--- src/rtl/ddoi_pkg.sv ---
// ----------------------------------------------------------------------------
// ddoi_pkg
// Shared constants, types and helpers for the odometry integrator.
// ----------------------------------------------------------------------------
`timescale 1ns / 1ps
`default_nettype none

package ddoi_pkg;

  localparam int FRAC_BITS    = 16;
  localparam int ANG_FRAC     = 30;
  localparam int CORDIC_ITERS = 16;
  localparam int ANG_SHIFT    = ANG_FRAC - FRAC_BITS;
  localparam int RED_W        = 32 + ANG_SHIFT;
  localparam int RED_STEPS    = RED_W - 32;

  localparam logic [32:0] TWO_PI_Q30  = 33'd6746518852;
  localparam logic [32:0] PI_Q30      = 33'd3373259426;
  localparam logic [32:0] HALF_PI_Q30 = 33'd1686629713;
  localparam logic signed [33:0] CORDIC_GAIN_Q30 = 34'sd652032874;

  typedef logic signed [33:0] trig_t;
  typedef logic signed [65:0] prod_t;
  typedef logic signed [66:0] wide_t;

  // floored q30 arctangent of 2^-i
  function automatic logic [31:0] atan_q30(input logic [4:0] i);
    logic [31:0] r;
    case (i)
      5'd0:  r = 32'd843314856;
      5'd1:  r = 32'd497837829;
      5'd2:  r = 32'd263043836;
      5'd3:  r = 32'd133525158;
      5'd4:  r = 32'd67021686;
      5'd5:  r = 32'd33543515;
      5'd6:  r = 32'd16775850;
      5'd7:  r = 32'd8388437;
      5'd8:  r = 32'd4194282;
      5'd9:  r = 32'd2097149;
      5'd10: r = 32'd1048575;
      5'd11: r = 32'd524287;
      5'd12: r = 32'd262143;
      5'd13: r = 32'd131071;
      5'd14: r = 32'd65535;
      5'd15: r = 32'd32767;
      5'd16: r = 32'd16383;
      5'd17: r = 32'd8191;
      5'd18: r = 32'd4095;
      5'd19: r = 32'd2047;
      5'd20: r = 32'd1023;
      5'd21: r = 32'd511;
      5'd22: r = 32'd255;
      5'd23: r = 32'd127;
      default: r = 32'd0;
    endcase
    return r;
  endfunction

  // out of 32-bit signed range
  function automatic logic sat_ovf(input wide_t x);
    return (x > 67'sd2147483647) || (x < -67'sd2147483648);
  endfunction

  // clamp to 32-bit signed range
  function automatic logic signed [31:0] sat_clamp(input wide_t x);
    logic signed [31:0] r;
    if (x > 67'sd2147483647) begin
      r = 32'sh7fffffff;
    end else if (x < -67'sd2147483648) begin
      r = 32'sh80000000;
    end else begin
      r = x[31:0];
    end
    return r;
  endfunction

endpackage

`default_nettype wire

--- src/rtl/ddoi_smul.sv ---
// ----------------------------------------------------------------------------
// ddoi_smul
// Bit-serial signed multiplier, one multiplier bit per cycle, 32 steps.
// ----------------------------------------------------------------------------
`timescale 1ns / 1ps
`default_nettype none

module ddoi_smul
  import ddoi_pkg::*;
(
  input  wire logic  clk,
  input  wire logic  rst_n,
  input  wire logic  start,
  input  wire trig_t a,
  input  wire trig_t b,
  output logic       done,
  output prod_t      prod
);

  logic        run_r;
  logic [4:0]  cnt_r;
  logic [32:0] amag_r;
  logic [65:0] p_r;
  logic        neg_r;
  logic        done_r;
  prod_t       prod_r;

  logic [33:0] amag_full;
  logic [33:0] bmag_full;
  logic [33:0] sum;

  assign amag_full = a[33] ? 34'(-a) : 34'(a);
  assign bmag_full = b[33] ? 34'(-b) : 34'(b);

  // add multiplicand into the high half when the low bit is set
  assign sum = p_r[65:32] + (p_r[0] ? {1'b0, amag_r} : 34'd0);

  always_ff @(posedge clk) begin
    if (!rst_n) begin
      run_r  <= 1'b0;
      cnt_r  <= '0;
      done_r <= 1'b0;
    end else begin
      if (start) begin
        run_r  <= 1'b1;
        cnt_r  <= '0;
        done_r <= 1'b0;
        amag_r <= amag_full[32:0];
        p_r    <= {34'd0, bmag_full[31:0]};
        neg_r  <= a[33] ^ b[33];
      end else if (run_r) begin
        p_r    <= {1'b0, sum, p_r[31:1]};
        cnt_r  <= cnt_r + 5'd1;
        done_r <= (cnt_r == 5'd31);
        if (cnt_r == 5'd31) begin
          run_r  <= 1'b0;
          prod_r <= neg_r ? -$signed({1'b0, sum, p_r[31:1]})
                          : $signed({1'b0, sum, p_r[31:1]});
        end
      end else begin
        done_r <= 1'b0;
      end
    end
  end

  assign done = done_r;
  assign prod = prod_r;

endmodule

`default_nettype wire

--- src/rtl/ddoi_cordic.sv ---
// ----------------------------------------------------------------------------
// ddoi_cordic
// Heading range reduction by serial subtraction, then rotation-mode cordic.
// ----------------------------------------------------------------------------
`timescale 1ns / 1ps
`default_nettype none

module ddoi_cordic
  import ddoi_pkg::*;
(
  input  wire logic               clk,
  input  wire logic               rst_n,
  input  wire logic               start,
  input  wire logic signed [31:0] heading,
  output logic                    done,
  output trig_t                   sin_q30,
  output trig_t                   cos_q30
);

  localparam int KW = $clog2(RED_STEPS);
  localparam logic signed [35:0] TWO_PI36  = $signed({3'b0, TWO_PI_Q30});
  localparam logic signed [35:0] PI36      = $signed({3'b0, PI_Q30});
  localparam logic signed [35:0] HALF_PI36 = $signed({3'b0, HALF_PI_Q30});

  typedef enum logic [2:0] {C_IDLE, C_RED, C_FIX, C_ROT, C_OUT} cstate_t;

  cstate_t            state_r;
  logic [RED_W-1:0]   mag_r;
  logic               neg_r;
  logic [KW-1:0]      k_r;
  logic signed [35:0] z_r;
  trig_t              x_r;
  trig_t              y_r;
  logic               flip_r;
  logic [4:0]         i_r;
  logic               done_r;
  trig_t              sin_r;
  trig_t              cos_r;

  logic signed [RED_W-1:0] a_ext;
  logic [RED_W:0]          tp_sh;
  logic [32:0]             rem;
  logic signed [35:0]      a1, a2, a3;
  logic                    flip;
  trig_t                   dx, dy;
  logic signed [35:0]      at;

  // heading in q30, magnitude for the reduction
  assign a_ext = {heading, {ANG_SHIFT{1'b0}}};
  assign tp_sh = {{(RED_W - 32){1'b0}}, TWO_PI_Q30} << k_r;

  // fold the remainder into [-pi/2, pi/2]
  always_comb begin
    rem  = mag_r[32:0];
    a1   = (neg_r && rem != 33'd0) ? TWO_PI36 - $signed({3'b0, rem})
                                   : $signed({3'b0, rem});
    a2   = (a1 > PI36) ? a1 - TWO_PI36 : a1;
    flip = 1'b0;
    a3   = a2;
    if (a2 > HALF_PI36) begin
      a3   = a2 - PI36;
      flip = 1'b1;
    end else if (a2 < -HALF_PI36) begin
      a3   = a2 + PI36;
      flip = 1'b1;
    end
  end

  // one rotation step
  assign dx = y_r >>> i_r;
  assign dy = x_r >>> i_r;
  assign at = $signed({4'b0, atan_q30(i_r)});

  always_ff @(posedge clk) begin
    if (!rst_n) begin
      state_r <= C_IDLE;
      done_r  <= 1'b0;
    end else begin
      done_r <= (state_r == C_OUT);
      unique case (state_r)
        C_IDLE: begin
          if (start) begin
            neg_r   <= a_ext[RED_W-1];
            mag_r   <= a_ext[RED_W-1] ? RED_W'(-a_ext) : RED_W'(a_ext);
            k_r     <= KW'(RED_STEPS - 1);
            state_r <= C_RED;
          end
        end
        C_RED: begin
          if ({1'b0, mag_r} >= tp_sh) begin
            mag_r <= mag_r - tp_sh[RED_W-1:0];
          end
          if (k_r == '0) begin
            state_r <= C_FIX;
          end else begin
            k_r <= k_r - 1'b1;
          end
        end
        C_FIX: begin
          z_r     <= a3;
          flip_r  <= flip;
          x_r     <= CORDIC_GAIN_Q30;
          y_r     <= '0;
          i_r     <= '0;
          state_r <= C_ROT;
        end
        C_ROT: begin
          if (z_r >= 0) begin
            x_r <= x_r - dx;
            y_r <= y_r + dy;
            z_r <= z_r - at;
          end else begin
            x_r <= x_r + dx;
            y_r <= y_r - dy;
            z_r <= z_r + at;
          end
          i_r <= i_r + 5'd1;
          if (i_r == 5'(CORDIC_ITERS - 1)) begin
            state_r <= C_OUT;
          end
        end
        C_OUT: begin
          cos_r   <= flip_r ? -x_r : x_r;
          sin_r   <= flip_r ? -y_r : y_r;
          state_r <= C_IDLE;
        end
        default: state_r <= C_IDLE;
      endcase
    end
  end

  assign done    = done_r;
  assign sin_q30 = sin_r;
  assign cos_q30 = cos_r;

endmodule

`default_nettype wire

--- src/rtl/diff_drive_odometry_integrator.sv ---
// ----------------------------------------------------------------------------
// diff_drive_odometry_integrator
// Dead-reckoning pose integrator with explicit and implicit update modes.
// ----------------------------------------------------------------------------
// a reload copies the start registers into the pose state; a step runs range
// reduction and cordic, then the serial multiplier for 5 products explicit,
// 9 implicit; the result waits in T_FIN while the output beat is stalled;
// one item at a time, the next taken only once the result is registered;
// synchronous active-low reset zeroes the state, configuration and pose
// registers and clears the output valid
`timescale 1ns / 1ps
`default_nettype none

module diff_drive_odometry_integrator
  import ddoi_pkg::*;
(
  input  wire logic               clk,
  input  wire logic               rst_n,
  input  wire logic               in_valid,
  output logic                    in_stall,
  input  wire logic               in_operation,
  input  wire logic signed [31:0] in_lin_speed,
  input  wire logic signed [31:0] in_ang_speed,
  input  wire logic [19:0]        in_dt,
  output logic                    out_valid,
  input  wire logic               out_stall,
  output logic signed [31:0]      out_pos_x_out,
  output logic signed [31:0]      out_pos_y_out,
  output logic signed [31:0]      out_heading_out,
  output logic signed [31:0]      out_vel_x_out,
  output logic signed [31:0]      out_vel_y_out,
  output logic signed [31:0]      out_omega_out,
  output logic                    out_saturated,
  input  wire logic               cfg_valid,
  output logic                    cfg_ready,
  input  wire logic [2:0]         cfg_index,
  input  wire logic [31:0]        cfg_data
);

  typedef enum logic [2:0] {T_IDLE, T_TRIG, T_MUL_GO, T_MUL_WAIT, T_FIN} tstate_t;
  typedef enum logic [3:0] {
    M_NVX, M_NVY, M_PX, M_PY, M_HD, M_VDT, M_WDT, M_VW, M_DX1, M_DX2, M_DY1, M_DY2
  } mop_t;
  typedef enum logic [2:0] {
    R_MODE, R_SX, R_SY, R_SH, R_SVX, R_SVY, R_SOM, R_NONE
  } reg_idx_t;

  tstate_t state_r;
  mop_t    mop_r;

  // configuration
  logic               mode_r;
  logic signed [31:0] sx_r, sy_r, sh_r, svx_r, svy_r, som_r;

  // state
  logic signed [31:0] px_r, py_r, hd_r, vx_r, vy_r, tr_r;

  // per-item work registers
  logic signed [31:0] v_r, w_r, nvx_r, nvy_r, vdt_r, wdt_r, vw_r;
  logic [19:0]        dt_r;
  trig_t              sin_r, cos_r;
  logic signed [35:0] tmp_r;
  logic               sat_r;

  // output beat
  logic               ov_r, osat_r;
  logic signed [31:0] opx_r, opy_r, ohd_r, ovx_r, ovy_r, oom_r;

  logic  accept;
  logic  cor_go, cor_done, mul_go, mul_done;
  trig_t cor_sin, cor_cos;
  trig_t op_a, op_b;
  prod_t prod;
  logic [4:0] sh;
  wide_t rnd, half, sum_a, sum_b;
  logic signed [31:0] rnd_c;
  logic               rnd_o;
  logic signed [31:0] sum_a_c;
  logic               sum_a_o;
  logic signed [31:0] sum_b_c;
  logic               sum_b_o;
  logic               out_free;

  assign accept   = in_valid && !in_stall;
  assign in_stall = (state_r != T_IDLE);
  assign cfg_ready = 1'b1;
  assign cor_go   = accept && !in_operation;
  assign mul_go   = (state_r == T_MUL_GO);
  assign out_free = !ov_r || !out_stall;

  ddoi_cordic u_cordic (
    .clk     (clk),
    .rst_n   (rst_n),
    .start   (cor_go),
    .heading (hd_r),
    .done    (cor_done),
    .sin_q30 (cor_sin),
    .cos_q30 (cor_cos)
  );

  ddoi_smul u_smul (
    .clk   (clk),
    .rst_n (rst_n),
    .start (mul_go),
    .a     (op_a),
    .b     (op_b),
    .done  (mul_done),
    .prod  (prod)
  );

  // operand select and rounding shift for each product
  always_comb begin
    op_a = 34'(v_r);
    op_b = cos_r;
    sh   = 5'(ANG_FRAC);
    case (mop_r)
      M_NVX: begin op_a = 34'(v_r); op_b = cos_r; end
      M_NVY: begin op_a = 34'(v_r); op_b = sin_r; end
      M_PX: begin
        op_a = 34'(vx_r) + 34'(nvx_r);
        op_b = $signed({14'd0, dt_r});
        sh   = 5'(FRAC_BITS + 1);
      end
      M_PY: begin
        op_a = 34'(vy_r) + 34'(nvy_r);
        op_b = $signed({14'd0, dt_r});
        sh   = 5'(FRAC_BITS + 1);
      end
      M_HD: begin
        op_a = 34'(tr_r) + 34'(w_r);
        op_b = $signed({14'd0, dt_r});
        sh   = 5'(FRAC_BITS + 1);
      end
      M_VDT: begin
        op_a = 34'(v_r);
        op_b = $signed({14'd0, dt_r});
        sh   = 5'(FRAC_BITS);
      end
      M_WDT: begin
        op_a = 34'(w_r);
        op_b = $signed({14'd0, dt_r});
        sh   = 5'(FRAC_BITS);
      end
      M_VW: begin
        op_a = 34'(vdt_r);
        op_b = 34'(wdt_r);
        sh   = 5'(FRAC_BITS);
      end
      M_DX1: begin op_a = 34'(vdt_r); op_b = cos_r; end
      M_DX2: begin op_a = 34'(vw_r);  op_b = sin_r; end
      M_DY1: begin op_a = 34'(vdt_r); op_b = sin_r; end
      M_DY2: begin op_a = 34'(vw_r);  op_b = cos_r; end
      default: begin op_a = 34'(v_r); op_b = cos_r; end
    endcase
  end

  // round half up, then the sums that land in the state
  always_comb begin
    half  = wide_t'(67'sd1 <<< (sh - 5'd1));
    rnd   = (67'(prod) + half) >>> sh;
    rnd_c = sat_clamp(rnd);
    rnd_o = sat_ovf(rnd);
    sum_a = 67'(px_r) + 67'(hd_r) - 67'(hd_r);
    sum_b = 67'(py_r);
    case (mop_r)
      M_PX:  sum_a = 67'(px_r) + rnd;
      M_PY:  sum_a = 67'(py_r) + rnd;
      M_HD:  sum_a = 67'(hd_r) + rnd;
      M_WDT: sum_a = 67'(hd_r) + 67'(rnd_c);
      M_DX2: sum_a = 67'(px_r) + 67'(tmp_r) - rnd;
      M_DY2: sum_a = 67'(py_r) + 67'(tmp_r) + rnd;
      default: sum_a = 67'(px_r);
    endcase
    sum_b   = sum_a;
    sum_a_c = sat_clamp(sum_a);
    sum_a_o = sat_ovf(sum_a);
    sum_b_c = sat_clamp(sum_b);
    sum_b_o = sat_ovf(sum_b);
  end

  always_ff @(posedge clk) begin
    if (!rst_n) begin
      state_r <= T_IDLE;
      mop_r   <= M_NVX;
      mode_r  <= 1'b0;
      sx_r    <= '0;
      sy_r    <= '0;
      sh_r    <= '0;
      svx_r   <= '0;
      svy_r   <= '0;
      som_r   <= '0;
      px_r    <= '0;
      py_r    <= '0;
      hd_r    <= '0;
      vx_r    <= '0;
      vy_r    <= '0;
      tr_r    <= '0;
      sat_r   <= 1'b0;
      ov_r    <= 1'b0;
    end else begin
      // configuration writes
      if (cfg_valid && cfg_ready) begin
        unique case (reg_idx_t'(cfg_index))
          R_MODE: mode_r <= cfg_data[0];
          R_SX:   sx_r   <= cfg_data;
          R_SY:   sy_r   <= cfg_data;
          R_SH:   sh_r   <= cfg_data;
          R_SVX:  svx_r  <= cfg_data;
          R_SVY:  svy_r  <= cfg_data;
          R_SOM:  som_r  <= cfg_data;
          R_NONE: ;
          default: ;
        endcase
      end

      // output beat taken, unless a new one replaces it below
      if (ov_r && !out_stall && state_r != T_FIN) begin
        ov_r <= 1'b0;
      end

      unique case (state_r)
        T_IDLE: begin
          if (accept) begin
            sat_r <= 1'b0;
            if (in_operation) begin
              px_r    <= sx_r;
              py_r    <= sy_r;
              hd_r    <= sh_r;
              vx_r    <= svx_r;
              vy_r    <= svy_r;
              tr_r    <= som_r;
              state_r <= T_FIN;
            end else begin
              v_r     <= in_lin_speed;
              w_r     <= in_ang_speed;
              dt_r    <= in_dt;
              state_r <= T_TRIG;
            end
          end
        end
        T_TRIG: begin
          if (cor_done) begin
            sin_r   <= cor_sin;
            cos_r   <= cor_cos;
            mop_r   <= M_NVX;
            state_r <= T_MUL_GO;
          end
        end
        T_MUL_GO: begin
          state_r <= T_MUL_WAIT;
        end
        T_MUL_WAIT: begin
          if (mul_done) begin
            case (mop_r)
              M_NVX: begin
                nvx_r   <= rnd_c;
                sat_r   <= sat_r | rnd_o;
                mop_r   <= M_NVY;
                state_r <= T_MUL_GO;
              end
              M_NVY: begin
                nvy_r   <= rnd_c;
                sat_r   <= sat_r | rnd_o;
                mop_r   <= mode_r ? M_VDT : M_PX;
                state_r <= T_MUL_GO;
              end
              M_PX: begin
                px_r    <= sum_a_c;
                sat_r   <= sat_r | sum_a_o;
                mop_r   <= M_PY;
                state_r <= T_MUL_GO;
              end
              M_PY: begin
                py_r    <= sum_a_c;
                sat_r   <= sat_r | sum_a_o;
                mop_r   <= M_HD;
                state_r <= T_MUL_GO;
              end
              M_HD: begin
                hd_r    <= sum_a_c;
                sat_r   <= sat_r | sum_a_o;
                vx_r    <= nvx_r;
                vy_r    <= nvy_r;
                tr_r    <= w_r;
                state_r <= T_FIN;
              end
              M_VDT: begin
                vdt_r   <= rnd_c;
                sat_r   <= sat_r | rnd_o;
                mop_r   <= M_WDT;
                state_r <= T_MUL_GO;
              end
              M_WDT: begin
                wdt_r   <= rnd_c;
                hd_r    <= sum_b_c;
                sat_r   <= sat_r | rnd_o | sum_b_o;
                mop_r   <= M_VW;
                state_r <= T_MUL_GO;
              end
              M_VW: begin
                vw_r    <= rnd_c;
                sat_r   <= sat_r | rnd_o;
                mop_r   <= M_DX1;
                state_r <= T_MUL_GO;
              end
              M_DX1: begin
                tmp_r   <= 36'(rnd);
                mop_r   <= M_DX2;
                state_r <= T_MUL_GO;
              end
              M_DX2: begin
                px_r    <= sum_a_c;
                sat_r   <= sat_r | sum_a_o;
                mop_r   <= M_DY1;
                state_r <= T_MUL_GO;
              end
              M_DY1: begin
                tmp_r   <= 36'(rnd);
                mop_r   <= M_DY2;
                state_r <= T_MUL_GO;
              end
              M_DY2: begin
                py_r    <= sum_a_c;
                sat_r   <= sat_r | sum_a_o;
                vx_r    <= nvx_r;
                vy_r    <= nvy_r;
                tr_r    <= w_r;
                state_r <= T_FIN;
              end
              default: state_r <= T_FIN;
            endcase
          end
        end
        T_FIN: begin
          if (out_free) begin
            ov_r    <= 1'b1;
            opx_r   <= px_r;
            opy_r   <= py_r;
            ohd_r   <= hd_r;
            ovx_r   <= vx_r;
            ovy_r   <= vy_r;
            oom_r   <= tr_r;
            osat_r  <= sat_r;
            state_r <= T_IDLE;
          end
        end
        default: state_r <= T_IDLE;
      endcase
    end
  end

  assign out_valid       = ov_r;
  assign out_pos_x_out   = opx_r;
  assign out_pos_y_out   = opy_r;
  assign out_heading_out = ohd_r;
  assign out_vel_x_out   = ovx_r;
  assign out_vel_y_out   = ovy_r;
  assign out_omega_out   = oom_r;
  assign out_saturated   = osat_r;

endmodule

`default_nettype wire

--- config.mk ---
export PLATFORM = sky130hd
export DESIGN_NAME = diff_drive_odometry_integrator
export DESIGN_NICKNAME = d
export VERILOG_FILES = /design/src/rtl/ddoi_pkg.sv /design/src/rtl/ddoi_smul.sv /design/src/rtl/ddoi_cordic.sv /design/src/rtl/diff_drive_odometry_integrator.sv
export SDC_FILE = /design/constraint.sdc
export NUM_CORES = 2
export LEC_CHECK = 0
export ABC_AREA = 0
export BUFFER_PORTS_ARGS = -buffer_cell sky130_fd_sc_hd__buf_2
export CAP_MARGIN = 40
export CORE_ASPECT_RATIO = 1.5
export CORE_UTILIZATION = 55
export CTS_CLUSTER_DIAMETER = 60
export CTS_CLUSTER_SIZE = 8
export DETAILED_ROUTE_END_ITERATION = 7
export PLACE_DENSITY = 0.69
export REMOVE_ABC_BUFFERS = 1
export SLEW_MARGIN = 10
export SYNTH_ARGS = -nofsm -noshare
export SYNTH_HDL_FRONTEND = slang
export SYNTH_SLANG_ARGS = --single-unit
--- constraint.sdc ---
create_clock -name clk -period 16.6 [get_ports clk]
set_input_delay 0.83 -clock clk [delete_from_list [all_inputs] [get_ports clk]]
set_output_delay 0.83 -clock clk [all_outputs]
set_load 0.05 [all_outputs]
==> impl_metrics.env <==
export IMPL_rows=185
export IMPL_drive_gt1_frac=0.09266
export IMPL_power_density_mw_per_mm2=86.54
export IMPL_cp_slowest_cell="dfxtp_2"
export IMPL_tightest_slew_ns=1.477
export IMPL_clk_pin_slew_ns=0.06
export IMPL_r2r_slack_ns=3.62
export IMPL_fmax_mhz=77.07
export IMPL_die_y_um=507.6
export IMPL_max_cap_violations=0
export IMPL_die_width_um=339.1
export IMPL_cp_start_kind="flop"
export IMPL_placed_area_mm2=0.09847
export IMPL_violations="design-rule violations, max-slew violations"
export IMPL_syn_instance_count=10400
export IMPL_setup_viol=0
export IMPL_vias=85540
export IMPL_maxSlewHeadroom=-0.01005
export IMPL_cp_required_ns=17.39
export IMPL_cts_buffer_depth=3
export IMPL_layout_common_cells="nand2_1 (1457), edfxtp_1 (928), a21oi_1 (880), nor2_1 (784), o21ai_0 (649)"
export IMPL_synth_edf_count=928
export IMPL_stdcell_count=13070
export IMPL_ys_flop_type="edfxtp_1"
export IMPL_htree_levels=4
export IMPL_outcome="finished with violations"
export IMPL_cts_root_buffer="clkbuf_16"
export IMPL_wirelength_mm=365.4
export IMPL_fin_nets=11410
export IMPL_crit_start="mop_r[3]"
export IMPL_grt_pass1_wl_mm=530.1
export IMPL_drt_pass1_iter_count=8
export IMPL_ir_worst_vdd_uv=102.4
export IMPL_wire_per_inst_um=27.95
export IMPL_ys_seq_elements=1363
export IMPL_fillers=14580
export IMPL_cts_buffers=195
export IMPL_finalHoldViolCount=0
export IMPL_yosys_area_top_type_share=0.2973
export IMPL_drtAntennaViolNets=0
export IMPL_dpl_hpwl_mm=273.8
export IMPL_core_area_mm2=0.1692
export IMPL_slew_violations=1
export IMPL_insertion_delay_ns=0.90
export IMPL_overflow=0
export IMPL_path_class="flop to flop"
export IMPL_fin_setup_tns_ns=0
export IMPL_drtIter0Drc=8704
export IMPL_cts_resized=0
export IMPL_critPathMaxStageDelay_ns=0.90
export IMPL_yosysSeqAreaShare=0.3902
export IMPL_cts_hold_fix_buffers=0
export IMPL_r2r_cells=41
export IMPL_min_period_over_period=0.7817
export IMPL_routabilityCongestion=1.075
export IMPL_r2r_end="py_r[28]"
export IMPL_synth_top_family_by_area="compound AO/OA/AOI/OAI gates"
export IMPL_final_cell_area_mm2=0.1047
export IMPL_area_growth_pct=11.67
export IMPL_cp_end_kind="flop"
export IMPL_antenna_found_initial=33
export IMPL_yosysTopAreaCell="edfxtp_1"
export IMPL_grt_max_degree=193
export IMPL_num_io_pins=321
export IMPL_yosysWarnings=0
export IMPL_placed_cells=12690
export IMPL_grt_pass1_vias=83470
export IMPL_synth_avg_cell_area_um2=9.010
export IMPL_hp_class="input port to flop"
export IMPL_synth_area_mm2=0.09373
export IMPL_async_reset_ff_frac=0
export IMPL_worstReg2RegStart="mop_r[3]"
export IMPL_cp_arrival_ns=13.76
export IMPL_port_buffers=319
export IMPL_dieArea_mm2=0.1721
export IMPL_viasPerCell=6.544
export IMPL_worstSetupEndpoint="py_r[28]"
export IMPL_final_common_cell="nand2_1"
export IMPL_gr_usage_all_layers=0.4145
export IMPL_critPathMaxFanout=42
export IMPL_post_cts_buffers=0
export IMPL_synthMuxAreaShare=0.02296
export IMPL_synthAdderAreaFrac=0.09387
export IMPL_finalCriticalPeriod_ns=12.98
export IMPL_synth_xor_area_share=0.07406
export IMPL_tritoncts="done"
export IMPL_synth_cell_types=115
export IMPL_p_leak_uw=0.04014
export IMPL_synthSimpleGateAreaFrac=0.1647
export IMPL_rsz0062_at_grt="no"
export IMPL_synth_compound_area_frac=0.2156
export IMPL_clock_sinks=1363
export IMPL_drc=3
export IMPL_clock_skew_ns=0.07607
export IMPL_start_util=0.5539
export IMPL_synth_area_leaders="edfxtp_1 (30%), dfxtp_1 (9.3%), ha_1 (7.0%), nand2_1 (5.8%), xnor2_1 (4.8%)"
[how the worst min path moves through the flow]
| stage | start | end | slack, ns | depth (start not counted) |
|---|---|---|---|---|
| 6_report | in_ang_speed[25] | w_r[25] | 0.10 | 1 |
| 3_3_place_gp | u_cordic.sin_q30[16] | sin_r[16] | 0.40 | 0 |
| 4_1_cts | in_ang_speed[25] | w_r[25] | 0.05 | 1 |
| 5_1_grt | in_ang_speed[21] | w_r[21] | 0.07 | 1 |
| 2_1_floorplan | u_cordic.cos_q30[0] | cos_r[0] | 0.40 | 0 |
| 3_5_place_dp | u_cordic.cos_q30[1] | cos_r[1] | 0.40 | 0 |
[report_power, final]
group          internal [uW]  total (uW)  switching [uW]  leakage, uW
logic                    485        1380             893       0.0254
clock network           2260        3880            1620      0.00281
registers               3700        3800            97.9       0.0119
[worst max-delay path: cells and delay by family, from the launching register on]
family,cells,cell delay (ns)
simple gates,11,3.42
buf+inv,5,1.36
fa+ha+maj,2,0.87
compound gates,23,6.29
flops,1,0.90
[cell families (layout without fill, tap and decap cells)]
family	count (synthesis)	after routing
simple gates	3400	3400
mux	161	161
xor+xnor	790	790
other cells	2	43
compound gates	3106	3106
fa+ha+maj	636	636
flops	1363	1363
buf+inv	944	1329
[metrics by stage]
| step | utilization | hold WS [ns] | power [uW] | worst slack, ns |
|---|---|---|---|---|
| after floorplan | - | 0.4003 | 4749 | 2.329 |
| after global placement | 0.5776 | 0.4018 | 5156 | 3.827 |
| after detailed placement | 0.5820 | 0.4045 | 5188 | 4.070 |
| after CTS | 0.6174 | 0.05086 | 9043 | 3.962 |
| after global routing | 0.6184 | 0.07304 | 9317 | 2.639 |
| final | 0.6186 | 0.1034 | 9058 | 3.624 |
[final cells by class]
type / instances / area [um^2] / area share
Clock buffer: 337 / 5518 / 0.05272
Antenna cell: 14 / 35.03 / 0.0003347
Inverter: 429 / 1622 / 0.01549
Sequential cell: 1363 / 36580 / 0.3495
Timing Repair Buffer: 539 / 3684 / 0.03519
Clock inverter: 24 / 473.0 / 0.004519
Tap cell: 2244 / 2808 / 0.02682
Multi-Input combinational cell: 8122 / 53950 / 0.5154
[metal layers]
layer  vias up  GRT usage  wire [um]
met2      4394     0.6971     173700
met1     41170     0.4351     120800
met4        20     0.3900      39970
met3      1322    0.08098      30770
met5         -          0        130
li1      38630          -          -
[flip-flops by register name, indices dropped and copies added (netlist names), 34 cells and up]
name	cells
u_cordic.mag_r	44
u_smul.p_r	65
u_smul.prod	65
u_cordic.z_r	36
u_cordic.x_r	34
tmp_r	36
u_cordic.y_r	34
[cell usage after synthesis, drive strengths merged (55+ instances only)]
library cell and instances:
nor3 172, o21a 89, nor2 804, or3 86, a311oi 112, a32o 55
o21bai 83, buf 78, o211ai 76, nand2b 117, clkbuf 437, a22oi 66
a221oi 63, a21oi 889, nand3 188, a211oi 89, o22ai 55, fa 112
dfxtp 435, o21ai 691, o31ai 108, xnor2 510, and3 99, and2 107
edfxtp 928, nand4 62, inv 422, nor2b 76, a31oi 138, ha 524
xor2 279, nand2 1460, mux2i 98, a21o 211
Note: power is estimated with default switching activity, not from simulation.
